`src/rtl/cdvr_pkg.sv`:
```
// shared types and constants for the coordinated distance-vector router
// no dependencies
package cdvr_pkg;

  localparam logic [2:0] K_ROUTE   = 3'd0;
  localparam logic [2:0] K_COORD   = 3'd1;
  localparam logic [2:0] K_UNCOORD = 3'd2;
  localparam logic [2:0] K_CHAT    = 3'd3;
  localparam logic [2:0] K_JOIN    = 3'd4;
  localparam logic [2:0] K_DELIVER = 3'd4;

  localparam logic [7:0] DIST_INF = 8'd255;
  localparam logic [5:0] NO_NODE  = 6'd63;
  localparam logic [6:0] PEND_MAX = 7'd127;

  typedef struct packed {
    logic [7:0] hops;
    logic [5:0] succ;
    logic       coord;
    logic [5:0] parent;
    logic [6:0] pend;
  } entry_t;

  localparam entry_t ENT_RST = '{hops: DIST_INF, succ: NO_NODE, coord: 1'b0,
                                 parent: NO_NODE, pend: 7'd0};

  typedef struct packed {
    logic [2:0] kind;
    logic [4:0] to;
    logic [4:0] dest;
    logic [7:0] hop;
  } msg_t;

  typedef struct packed {
    logic put;
    logic flush;
  } emit_ctl_t;

endpackage

```
`src/rtl/cdvr_ram.sv`:
```
// generic single-write, single-read ram with registered read data
// no dependencies
module cdvr_ram #(
  parameter int W     = 8,
  parameter int DEPTH = 32
) (
  input  logic                     clk,
  input  logic                     we,
  input  logic [$clog2(DEPTH)-1:0] waddr,
  input  logic [W-1:0]             wdata,
  input  logic [$clog2(DEPTH)-1:0] raddr,
  output logic [W-1:0]             rdata
);

  logic [W-1:0] mem [DEPTH];

  always_ff @(posedge clk) begin
    if (we) begin
      mem[waddr] <= wdata;
    end
    rdata <= mem[raddr];
  end

endmodule

```
`src/rtl/cdvr_emit.sv`:
```
// result stage: holds one message back so the final one can carry tlast,
// then an output register; depends on cdvr_pkg
module cdvr_emit (
  input  logic              clk,
  input  logic              rst_n,
  input  cdvr_pkg::emit_ctl_t ctl,
  input  cdvr_pkg::msg_t    msg,
  output logic              ready,
  output logic              out_tvalid,
  input  logic              out_tready,
  output logic [23:0]       out_tdata,   // to_node, about_dest, hop_distance, zero pad
  output logic [2:0]        out_tuser,   // send_kind
  output logic              out_tlast
);

  cdvr_pkg::msg_t hold_r, out_msg_r;
  logic           hold_v_r, out_valid_r, out_last_r;
  logic           push;

  assign ready = !out_valid_r || out_tready;
  assign push  = ready && hold_v_r && (ctl.put || ctl.flush);

  always_ff @(posedge clk) begin
    if (!rst_n) begin
      hold_v_r    <= 1'b0;
      out_valid_r <= 1'b0;
    end else if (ready) begin
      out_valid_r <= push;
      if (ctl.put) begin
        hold_v_r <= 1'b1;
      end else if (ctl.flush) begin
        hold_v_r <= 1'b0;
      end
    end
  end

  always_ff @(posedge clk) begin
    if (ready && ctl.put) begin
      hold_r <= msg;
    end
    if (push) begin
      out_msg_r  <= hold_r;
      out_last_r <= ctl.flush && !ctl.put;
    end
  end

  assign out_tvalid = out_valid_r;
  assign out_tuser  = out_msg_r.kind;
  assign out_tdata  = {3'd0, out_msg_r.hop, out_msg_r.dest, out_msg_r.to};
  assign out_tlast  = out_last_r;

endmodule

```
`src/rtl/coordinated_distance_vector_router.sv`:
```
// top level: event sequencer around the per-destination route table ram
// depends on cdvr_pkg, cdvr_ram, cdvr_emit
//
// Usage:
// - in_* takes one decoded event per beat: tuser = kind, tdata = target_dest,
//   advertised_distance, from_neighbor. out_* gives the messages to send,
//   tlast on the final message of an event; an event may produce none.
// - cfg_we/cfg_wdata write own_node_id; write only while the block is idle.
// - one event at a time: in_tready is high only while idle. A route,
//   coordinate, uncoordinate or chat event steps through accept, table
//   read, update and finish, plus a scan of min(NODES,32) neighbor slots
//   when it broadcasts and a step for a trailing message.
//   A neighbor join walks every destination entry, one ram read per cycle
//   while out_tready does not stall. The ram read port sets this pace.
// - each message sits in a hold register until the next message or the
//   finish of the event, so tlast can be known.
// - a stalled out_tready freezes the sequencer; nothing is dropped.
// - after reset all routes are infinite, no neighbors are known; table
//   entries never written read as their reset values through valid bits.
module coordinated_distance_vector_router #(
  parameter int NODES = 32
) (
  input  logic        clk,
  input  logic        rst_n,
  input  logic        in_tvalid,
  output logic        in_tready,
  input  logic [23:0] in_tdata,   // target_dest, advertised_distance, from_neighbor, zero pad
  input  logic [2:0]  in_tuser,   // kind
  output logic        out_tvalid,
  input  logic        out_tready,
  output logic [23:0] out_tdata,  // to_node, about_dest, hop_distance, zero pad
  output logic [2:0]  out_tuser,  // send_kind
  output logic        out_tlast,
  input  logic        cfg_we,
  input  logic [4:0]  cfg_wdata
);

  localparam int         LIM     = (NODES < 32) ? NODES : 32;
  localparam logic [4:0] LIM_M1  = 5'(LIM - 1);
  localparam logic [5:0] NODES_W = 6'(NODES);

  localparam logic [2:0] ST_IDLE  = 3'd0;
  localparam logic [2:0] ST_RD    = 3'd1;
  localparam logic [2:0] ST_EXEC  = 3'd2;
  localparam logic [2:0] ST_BCAST = 3'd3;
  localparam logic [2:0] ST_TAIL  = 3'd4;
  localparam logic [2:0] ST_JWALK = 3'd5;
  localparam logic [2:0] ST_FIN   = 3'd6;

  logic [2:0]  state_r, state_nxt;
  logic [2:0]  kind_r, kind_nxt;
  logic [4:0]  d_r, d_nxt;
  logic [7:0]  advd_r, advd_nxt;
  logic [4:0]  from_r, from_nxt;
  logic [4:0]  idx_r, idx_nxt;
  logic [7:0]  hopb_r, hopb_nxt;
  logic [2:0]  bkind_r, bkind_nxt;
  logic        tail_v_r, tail_v_nxt;
  logic [4:0]  tail_to_r, tail_to_nxt;
  logic        bcast_v;
  logic [4:0]  own_r;
  logic [31:0] present_r, present_nxt;
  logic [31:0] vld_r;
  logic [4:0]  rq_r, raddr;
  cdvr_pkg::entry_t ent_r, ent_nxt, ram_rd, rd_ent;
  logic        ram_we;
  logic        step;
  logic [7:0]  dd, nd, jd;
  logic [6:0]  pn;
  cdvr_pkg::emit_ctl_t ctl;
  cdvr_pkg::msg_t      msg;

  logic [4:0] in_d, in_from;
  logic [7:0] in_adv;
  assign in_d    = in_tdata[4:0];
  assign in_adv  = in_tdata[12:5];
  assign in_from = in_tdata[17:13];

  assign in_tready = (state_r == ST_IDLE);
  assign rd_ent    = vld_r[rq_r] ? ram_rd : cdvr_pkg::ENT_RST;

  cdvr_ram #(.W($bits(cdvr_pkg::entry_t)), .DEPTH(32)) u_tbl (
    .clk   (clk),
    .we    (ram_we),
    .waddr (d_r),
    .wdata (ent_r),
    .raddr (raddr),
    .rdata (ram_rd)
  );

  cdvr_emit u_emit (
    .clk        (clk),
    .rst_n      (rst_n),
    .ctl        (ctl),
    .msg        (msg),
    .ready      (step),
    .out_tvalid (out_tvalid),
    .out_tready (out_tready),
    .out_tdata  (out_tdata),
    .out_tuser  (out_tuser),
    .out_tlast  (out_tlast)
  );

  always_comb begin
    state_nxt   = state_r;
    kind_nxt    = kind_r;
    d_nxt       = d_r;
    advd_nxt    = advd_r;
    from_nxt    = from_r;
    idx_nxt     = idx_r;
    hopb_nxt    = hopb_r;
    bkind_nxt   = bkind_r;
    tail_v_nxt  = tail_v_r;
    tail_to_nxt = tail_to_r;
    present_nxt = present_r;
    ent_nxt     = ent_r;
    ram_we      = 1'b0;
    ctl         = '0;
    msg         = '0;
    raddr       = d_r;
    bcast_v     = 1'b0;
    dd          = (d_r == own_r) ? 8'd0 : rd_ent.hops;
    nd          = (advd_r == cdvr_pkg::DIST_INF) ? cdvr_pkg::DIST_INF : advd_r + 8'd1;
    pn          = (rd_ent.pend != 7'd0) ? rd_ent.pend - 7'd1 : 7'd0;
    jd          = (idx_r == own_r) ? 8'd0 : rd_ent.hops;

    case (state_r)
      ST_IDLE: begin
        raddr = in_d;
        if (in_tvalid) begin
          kind_nxt   = in_tuser;
          d_nxt      = in_d;
          advd_nxt   = in_adv;
          from_nxt   = in_from;
          tail_v_nxt = 1'b0;
          idx_nxt    = 5'd0;
          if (in_tuser > cdvr_pkg::K_JOIN || {1'b0, in_from} >= NODES_W) begin
            state_nxt = ST_IDLE;
          end else if (in_tuser == cdvr_pkg::K_JOIN) begin
            present_nxt[in_from] = 1'b1;
            raddr     = 5'd0;
            state_nxt = ST_JWALK;
          end else if ({1'b0, in_d} < NODES_W) begin
            state_nxt = ST_RD;
          end
        end
      end
      ST_RD: begin
        state_nxt = ST_EXEC;
      end
      ST_EXEC: begin
        if (step) begin
          ent_nxt = rd_ent;
          case (kind_r)
            cdvr_pkg::K_ROUTE: begin
              if (d_r != own_r && (nd < rd_ent.hops || {1'b0, from_r} == rd_ent.succ)) begin
                ent_nxt.hops = nd;
                ent_nxt.succ = {1'b0, from_r};
                if (!rd_ent.coord) begin
                  bcast_v   = 1'b1;
                  bkind_nxt = cdvr_pkg::K_ROUTE;
                  hopb_nxt  = nd;
                end
              end
            end
            cdvr_pkg::K_COORD: begin
              if (rd_ent.coord) begin
                ctl.put = 1'b1;
                msg     = '{kind: cdvr_pkg::K_UNCOORD, to: from_r, dest: d_r, hop: 8'd0};
              end else if (rd_ent.succ == {1'b0, from_r}) begin
                ent_nxt.hops   = cdvr_pkg::DIST_INF;
                ent_nxt.succ   = cdvr_pkg::NO_NODE;
                ent_nxt.coord  = 1'b1;
                ent_nxt.parent = {1'b0, from_r};
                bcast_v   = 1'b1;
                bkind_nxt = cdvr_pkg::K_COORD;
                hopb_nxt  = 8'd0;
              end else begin
                ctl.put     = 1'b1;
                msg         = '{kind: cdvr_pkg::K_ROUTE, to: from_r, dest: d_r, hop: dd};
                tail_v_nxt  = 1'b1;
                tail_to_nxt = from_r;
              end
            end
            cdvr_pkg::K_UNCOORD: begin
              ent_nxt.pend = pn;
              if (pn == 7'd0) begin
                ent_nxt.coord = 1'b0;
                if (dd != cdvr_pkg::DIST_INF) begin
                  bcast_v   = 1'b1;
                  bkind_nxt = cdvr_pkg::K_ROUTE;
                  hopb_nxt  = dd;
                end
                if (rd_ent.parent != cdvr_pkg::NO_NODE) begin
                  tail_v_nxt     = 1'b1;
                  tail_to_nxt    = rd_ent.parent[4:0];
                  ent_nxt.parent = cdvr_pkg::NO_NODE;
                end
              end
            end
            cdvr_pkg::K_CHAT: begin
              if (d_r == own_r) begin
                ctl.put = 1'b1;
                msg     = '{kind: cdvr_pkg::K_DELIVER, to: own_r, dest: d_r, hop: 8'd0};
              end else if (!rd_ent.coord && rd_ent.succ != cdvr_pkg::NO_NODE) begin
                ctl.put = 1'b1;
                msg     = '{kind: cdvr_pkg::K_CHAT, to: rd_ent.succ[4:0], dest: d_r,
                            hop: 8'd0};
              end
            end
            default: begin
            end
          endcase
          idx_nxt = 5'd0;
          if (bcast_v) begin
            state_nxt = ST_BCAST;
          end else if (tail_v_nxt) begin
            state_nxt = ST_TAIL;
          end else begin
            state_nxt = ST_FIN;
          end
        end
      end
      ST_BCAST: begin
        if (step) begin
          if (present_r[idx_r] && idx_r != own_r) begin
            ctl.put = 1'b1;
            msg     = '{kind: bkind_r, to: idx_r, dest: d_r, hop: hopb_r};
            if (bkind_r == cdvr_pkg::K_COORD && ent_r.pend < cdvr_pkg::PEND_MAX) begin
              ent_nxt.pend = ent_r.pend + 7'd1;
            end
          end
          if (idx_r == LIM_M1) begin
            state_nxt = tail_v_r ? ST_TAIL : ST_FIN;
          end else begin
            idx_nxt = idx_r + 5'd1;
          end
        end
      end
      ST_TAIL: begin
        if (step) begin
          ctl.put   = 1'b1;
          msg       = '{kind: cdvr_pkg::K_UNCOORD, to: tail_to_r, dest: d_r, hop: 8'd0};
          state_nxt = ST_FIN;
        end
      end
      ST_JWALK: begin
        // rd_ent always belongs to idx_r here; the address only moves on a step
        raddr = step ? idx_r + 5'd1 : idx_r;
        if (step) begin
          if (jd != cdvr_pkg::DIST_INF && !rd_ent.coord) begin
            ctl.put = 1'b1;
            msg     = '{kind: cdvr_pkg::K_ROUTE, to: from_r, dest: idx_r, hop: jd};
          end
          if (idx_r == LIM_M1) begin
            state_nxt = ST_FIN;
          end else begin
            idx_nxt = idx_r + 5'd1;
          end
        end
      end
      ST_FIN: begin
        if (step) begin
          ctl.flush = 1'b1;
          ram_we    = (kind_r != cdvr_pkg::K_JOIN);
          state_nxt = ST_IDLE;
        end
      end
      default: begin
        state_nxt = ST_IDLE;
      end
    endcase
  end

  always_ff @(posedge clk) begin
    if (!rst_n) begin
      state_r   <= ST_IDLE;
      own_r     <= 5'd0;
      present_r <= '0;
      vld_r     <= '0;
    end else begin
      state_r   <= state_nxt;
      present_r <= present_nxt;
      if (cfg_we) begin
        own_r <= cfg_wdata;
      end
      if (ram_we) begin
        vld_r[d_r] <= 1'b1;
      end
    end
  end

  always_ff @(posedge clk) begin
    kind_r    <= kind_nxt;
    d_r       <= d_nxt;
    advd_r    <= advd_nxt;
    from_r    <= from_nxt;
    idx_r     <= idx_nxt;
    hopb_r    <= hopb_nxt;
    bkind_r   <= bkind_nxt;
    tail_v_r  <= tail_v_nxt;
    tail_to_r <= tail_to_nxt;
    ent_r     <= ent_nxt;
    rq_r      <= raddr;
  end

`ifndef SYNTHESIS
  a_bad_kind_ignored: assert property (@(posedge clk) disable iff (!rst_n)
    (in_tvalid && in_tready && in_tuser > cdvr_pkg::K_JOIN) |=> state_r == ST_IDLE)
    else $error("unknown event kind was not ignored");

  a_walk_in_range: assert property (@(posedge clk) disable iff (!rst_n)
    (state_r == ST_BCAST || state_r == ST_JWALK) |-> idx_r <= LIM_M1)
    else $error("walk index beyond node limit");

  a_fin_returns_idle: assert property (@(posedge clk) disable iff (!rst_n)
    (state_r == ST_FIN && step) |=> (state_r == ST_IDLE && !out_tvalid) || out_tlast)
    else $error("event finished without final beat");
`endif

endmodule
```
`config.mk`:
```
export PLATFORM = sky130hd
export DESIGN_NAME = coordinated_distance_vector_router
export DESIGN_NICKNAME = d
export VERILOG_FILES = /design/src/rtl/cdvr_pkg.sv /design/src/rtl/cdvr_ram.sv /design/src/rtl/cdvr_emit.sv /design/src/rtl/coordinated_distance_vector_router.sv
export SDC_FILE = /design/constraint.sdc
export NUM_CORES = 2
export LEC_CHECK = 0
export BUFFER_PORTS_ARGS = -buffer_cell sky130_fd_sc_hd__buf_2
export CELL_PAD_IN_SITES_DETAIL_PLACEMENT = 1
export CELL_PAD_IN_SITES_GLOBAL_PLACEMENT = 1
export CORE_UTILIZATION = 50
export CTS_CLUSTER_DIAMETER = 30
export DETAILED_ROUTE_END_ITERATION = 8
export PLACE_DENSITY_LB_ADDON = 0.12
export SYNTH_ARGS = -nofsm -noshare
export SYNTH_HDL_FRONTEND = slang
export SYNTH_SLANG_ARGS = --single-unit
```
`constraint.sdc`:
```
create_clock -name clk -period 6.05 [get_ports clk]
set_clock_uncertainty 0.2 [all_clocks]
set_input_delay 1.5125 -clock clk [delete_from_list [all_inputs] [get_ports clk]]
set_output_delay 1.5125 -clock clk [all_outputs]
set_load 0.02 [all_outputs]
```
; Word level (Yosys, flattened, before mapping)
; Memories as Yosys holds them, arrays and structs flattened. A register that Yosys moved wholly into a read port is not among the register bits.
; Cells that the tools add are included.
; Widths: inputs -> output; s select.
[op_classes]
bitwise_logic = 3
add_sub_neg = 4
mux = 119
n_mul = 0
n_shift = 0
div = 0
eq_ne = 44
magnitude_cmp = 9
n_reduce_logical = 38
[ops]
columns = operator, n
row1 = $mux 21, 7
row2 = $pmux 21 s4, 1
row3 = $mux 8, 9
row4 = $or 32x32->32, 2
row5 = $mux 5, 12
row6 = $mux 18, 3
row7 = $mux 3, 17
row8 = $mux 7, 7
row9 = $pmux 21 s2, 1
row10 = $mux 20, 2
row11 = $ne 2x2->1 const B, 19
row12 = $mux 1, 37
row13 = $mux 28, 1
row14 = $pmux 14 s2, 1
row15 = $pmux 7 s2, 2
row16 = $lt 5x6->1 const B, 4
row17 = $pmux 8 s3, 1
row18 = $pmux 3 s7, 1
row19 = $pmux 5 s2, 2
row20 = $ne 8x8->1 const B, 2
row21 = $pmux 5 s3, 1
row22 = $mux 14, 1
row23 = $eq 3x2->1 const B, 4
row24 = $eq 3x3->1 const B, 4
row25 = other kinds (43), 76
[totals]
in_bits = 37
memories = 1
latch_bits = 0
ram_bits = 896
elab_cells = 248
rom_bits = 0
regBits = 193
out_inout_bits = 30
[memory_table]
columns = memory, words, width, read_ports, rd_ports_with_merged_regs, wr, line
row1 = u_tbl.mem, 32, 28, 1, 1, 1, cdvr_ram.sv:15  ; logic [W-1:0] mem [DEPTH];

; Depth between registers and ports, before layout
[depth]
depth_word = 14
mapped_depth = 19

; By module
; A second synthesis with hierarchy kept.
[unflattened]
cells_unflattened = 2917
hier_area_um2 = 44848.0
[modules_own_cells]
columns = module, area_each_um2, n_inst, seq_area_each_um2, cells_each
row1 = cdvr_ram, 35447.7, 1, 27466.3, 1984
row2 = coordinated_distance_vector_router, 7957.6, 1, 3613.5, 873
row3 = cdvr_emit, 1442.6, 1, 1331.3, 60

; Worst setup path before layout
; Ideal clock, no wire load.
[synth_timing]
path_kind = reg2reg
start = register rq_r[1]
end = register bkind_r[0] (enable)
path_stages_with_launch = 19
path_buffers = 5
setup_time_ps = 390
required_ps = 5460
path_slack_ps = 945
t_arrival_ps = 4515
path_cell_list = dfxtp_1 > buf_2 > buf_2 > mux2i_1 > a22oi_1 > nand3_1 > and4_1 > clkbuf_1 > clkbuf_1 > buf_1 > nor2_1 > ha_1 > and4_1 > o21ai_0 > nor2_1 > a2111oi_0 > a21oi_1 > or3_1 > a211oi_1
[synth_between]
elab_chain_len = 8
[synth_rtl]
columns = element, line
row1 = "start, declared", coordinated_distance_vector_router.sv:64  ; logic [4:0] rq_r, raddr;
row2 = "start signal, assigned", coordinated_distance_vector_router.sv:304  ; rq_r <= raddr;
row3 = $bmux 1 s5 (*), coordinated_distance_vector_router.sv:80  ; assign rd_ent = vld_r[rq_r] ? ram_rd : cdvr_pkg::ENT_RST;
row4 = $mux 1 (not written as such) (*), coordinated_distance_vector_router.sv:80
row5 = $mux 28 (*), coordinated_distance_vector_router.sv:80
row6 = $sub 7x1->7 (tied with other cells), coordinated_distance_vector_router.sv:124  ; pn = (rd_ent.pend != 7'd0) ? rd_ent.pend - 7'd1 : 7'd0;
row7 = $mux 7 / $logic_or 1x1->1 (equally long branches), "coordinated_distance_vector_router.sv:124, coordinated_distance_vector_router.sv:156"
row8 = $logic_not 7->1 / $logic_and 1x1->1 (equally long branches), "coordinated_distance_vector_router.sv:187, coordinated_distance_vector_router.sv:156"
row9 = $ne 2x2->1 (no source line), -
row10 = $reduce_and 9->1 (no source line) (*), -
row11 = "end signal, assigned", coordinated_distance_vector_router.sv:300  ; bkind_r <= bkind_nxt;
row12 = "end, declared", coordinated_distance_vector_router.sv:57  ; logic [2:0] bkind_r, bkind_nxt;
; Mark *: on every way between the ends. The rest lies on a longest branch, timed or not. The select of a mux whose other input is x is not followed.
; A chain may end at the register's enable or synchronous reset.

; Final worst setup path
[layout_timing]
start = register rq_r[1]
end = register ent_r[24] (netlist name), data pin
[layout_between]
elab_chain_len = 8
[layout_rtl]
columns = element, line
row1 = $bmux 1 s5 (*), coordinated_distance_vector_router.sv:80
row2 = $mux 1 (not written as such) (*), coordinated_distance_vector_router.sv:80
row3 = $mux 28 (*), coordinated_distance_vector_router.sv:80
row4 = $lt 8x8->1 / $eq 5x6->1 (equally long branches), "coordinated_distance_vector_router.sv:156, coordinated_distance_vector_router.sv:170"
row5 = $logic_or 1x1->1, coordinated_distance_vector_router.sv:156  ; if (d_r != own_r && (nd < rd_ent.hops || {1'b0, from_r} == rd_ent.succ)) begin
row6 = $logic_and 1x1->1, coordinated_distance_vector_router.sv:156
row7 = $mux 14, coordinated_distance_vector_router.sv:156
row8 = $pmux 14 s2 (*), coordinated_distance_vector_router.sv:154  ; case (kind_r)
row9 = "end signal, assigned", coordinated_distance_vector_router.sv:303  ; ent_r <= ent_nxt;
row10 = "end, declared", coordinated_distance_vector_router.sv:65  ; cdvr_pkg::entry_t ent_r, ent_nxt, ram_rd, rd_ent;
; Marked as above.

==> flow_summary.json <==
{
  "drive_above_1_share_pct": 32.4,
  "drc": 0,
  "relSlewSlack_pct": 22.9,
  "hp-class": "flop to flop",
  "nets": 2473,
  "ys_async_sr_fraction_pct": 0,
  "fill_cells": 7243,
  "wl_mm": 116,
  "drt-wirelength-per-cell_um": 30.9,
  "critPathArrivalTime_ns": 5.38,
  "hold_viol_final": 0,
  "synth_edf_count": 1008,
  "grt_pass1_vias": 24500,
  "grt_max_degree": 98,
  "num_vias": 23200,
  "vias_per_cell": 6.17,
  "start_kind": "flop",
  "post-dp-hpwl_mm": 62.3,
  "synthXorXnorAreaFrac_pct": 0.580,
  "wl_met1_mm": 48.3,
  "drtIter0Drc": 2185,
  "coreArea_sq_um": 86800,
  "instances_no_fill": 3757,
  "finalWeightedCongestion": 0.871,
  "die_area_sq_um": 88800,
  "peakVddDrop_uv": 636,
  "cts.repair.resized": 0,
  "overflow": 0,
  "wl_met2_mm": 56.0,
  "synth_area_sq_um": 43800,
  "area_growth_pct": 21.6,
  "numCtsBuffers": 203,
  "seq_area_sq_um": 32400,
  "ys_seq_area_share_pct": 74.0,
  "grtUsageTotal_pct": 26.6,
  "placed_cells": 3372,
  "cts_sinks": 1115,
  "finalCriticalPeriod_ns": 5.19,
  "antenna_found_initial": 3,
  "synth.area.mux_share_pct": 16.5,
  "clock_latency_ns": 0.77,
  "worst_pin_slew_ns": 1.16,
  "num_rows": 108,
  "post_cts_buffers": 0,
  "finalSetupViolCount": 0,
  "synthFlopType": "edfxtp_1",
  "powerDensity_nw_per_um2": 598,
  "highest-signal-layer": "met4",
  "yosysTopAreaCellShare_pct": 69.1,
  "ios": 67,
  "synth_top_family_by_area": "multiplexers",
  "required_ns": 6.24,
  "fin_setup_tns_ns": 0,
  "synth_area_leaders": "edfxtp_1, mux4_2, dfxtp_1, o21a_1, nor2_1",
  "syn_avg_cell_area_sq_um": 19.9,
  "initial_core_util_pct": 50.5,
  "multi_input_area_sq_um": 11100,
  "rsz0062_at_grt": "false",
  "drv_cap": 0,
  "max_freq_mhz": 193,
  "synth_top_cells_by_count": "edfxtp_1, mux4_2, nor2_1",
  "cts_root_buf": "clkbuf_16",
  "cts_tree": "built",
  "synth_warnings": 0,
  "p_leak_nw": 17.4,
  "synth_area_leader_cell": "edfxtp_1",
  "synthSimpleGateAreaFrac_pct": 3.69,
  "cts-htree-levels": 4,
  "met3WireLength_mm": 8.34,
  "grt_first_pass_wirelength_mm": 168,
  "synth_cell_types": 68,
  "clk_pin_slew_worst_paths_ns": 0.05,
  "synth_compound_area_share_pct": 3.39,
  "slew_violations": 0,
  "first_pass_iters": 5,
  "chipHeight_um": 298,
  "antenna_left": 0,
  "timing_worst_setup_path_type": "flop to flop",
  "port_buffers": 54,
  "synth_fa_ha_area_share_pct": 0.400,
  "fp.dieW_um": 298,
  "period_share_pct": 85.7,
  "synth.most_common_cell": "edfxtp_1",
  "crit_fanout": 16,
  "outcome": "finished, final reports clean",
  "ys_ff_latch": 1115,
  "clock_path_buffers": 3,
  "synthCells": 2204,
  "crit_path_end_kind": "flop",
  "postCtsHoldBufs": 0
}
-- critical path, stage by stage (launching register included) --
cell	delay, ns
dfxtp_1	0.30
buf_4	0.28
mux2i_1	0.12
a311oi_1	0.36
nand3_1	0.18
and4_1	0.27
nor2_1	0.36
ha_1	0.32
and4_1	0.20
o21ai_0	0.13
a21oi_1	0.10
a2111oi_0	0.62
buf_4	0.27
o21ai_1	0.32
buf_4	0.33
mux2_2	0.23
nand2_1	0.20
-- layout by cell type (no fill, tap or decap), drive strengths merged, types with 29 or more instances in the layout --
cell type,n
a21oi,32
clkinv,60
nand2,85
bufinv,30
dfxtp,107
inv,40
edfxtp,1008
mux4,290
nor2,115
buf,123
o21a,65
o21ai,46
mux2i,29
clkinvlp,29
mux2,34
clkbuf,244
-- kinds of logic after synthesis --
logic type               Yosys count
AO/OA/AOI/OAI                    222
multiplexers                     353
flip-flops                      1115
AND/OR/NAND/NOR                  336
other                              1
buffers and inverters            134
XOR/XNOR                          29
adder cells (fa/ha/maj)           14
-- power by group --
part	total, mW	leakage [nW]	internal [mW]	switching, mW
clock network	11.8	3.44	7.75	4.02
registers	10.0	9.95	9.21	0.793
logic	10.1	4.05	5.02	5.06
-- metal layers --
layer,vias to the layer above,GRT usage (%)
met5,-,0
met3,204,5.43
met4,0,9.76
li1,9572,-
met2,974,41.8
met1,12400,37.1
-- registers in the layout, summed over array words and instances, names as in the netlist, 8 cells and up --
name / cells
u_tbl.mem: 896
present_r: 32
vld_r: 32
ent_r: 28
u_tbl.rdata: 28
u_emit.hold_r: 21
u_emit.out_tdata: 18
advd_r: 8
hopb_r: 8
-- cell type report --
type                    instances  share of cell area, %
flip-flops and latches       1115                   60.8
multi-input cells             960                   20.8
inverters                      19                  0.157
well taps                    1155                   2.71
repair buffers                123                   1.95
diodes                          1                0.00470
clock inverters               140                   3.40
clock buffers                 244                   10.2
-- through the flow --
stage / cell area (sq um) / hold slack, ns / worst slack (ns) / utilization (%) / power, mW
2_1_floorplan: 43800 / 0.200 / 0.945 / - / 17.2
3_3_place_gp: 46000 / 0.202 / 0.919 / 53.1 / 20.0
3_5_place_dp: 46000 / 0.207 / 0.906 / 53.1 / 20.2
4_1_cts: 53300 / 0.221 / 0.944 / 61.4 / 32.1
5_1_grt: 53300 / 0.230 / 0.713 / 61.4 / 33.0
6_report: 53300 / 0.219 / 0.862 / 61.4 / 31.9
-- path summary, 6_finish.rpt --
| kind | cells past startpoint | slack, ns | end | startpoint |
|---|---|---|---|---|
| max | 16 | 0.86 | ent_r[24]$_DFFE_PP_ | rq_r[1]$_DFF_P_ |
| min | 0 | 0.22 | u_emit.out_tdata[15]$_DFFE_PP_ | u_emit.hold_r[5]$_DFFE_PP_ |
| max reg2reg | 16 | 0.86 | ent_r[24]$_DFFE_PP_ | rq_r[1]$_DFF_P_ |
| min reg2reg | 0 | 0.22 | u_emit.out_tdata[15]$_DFFE_PP_ | u_emit.hold_r[5]$_DFFE_PP_ |
Note: power is estimated with default switching activity, not from simulation.
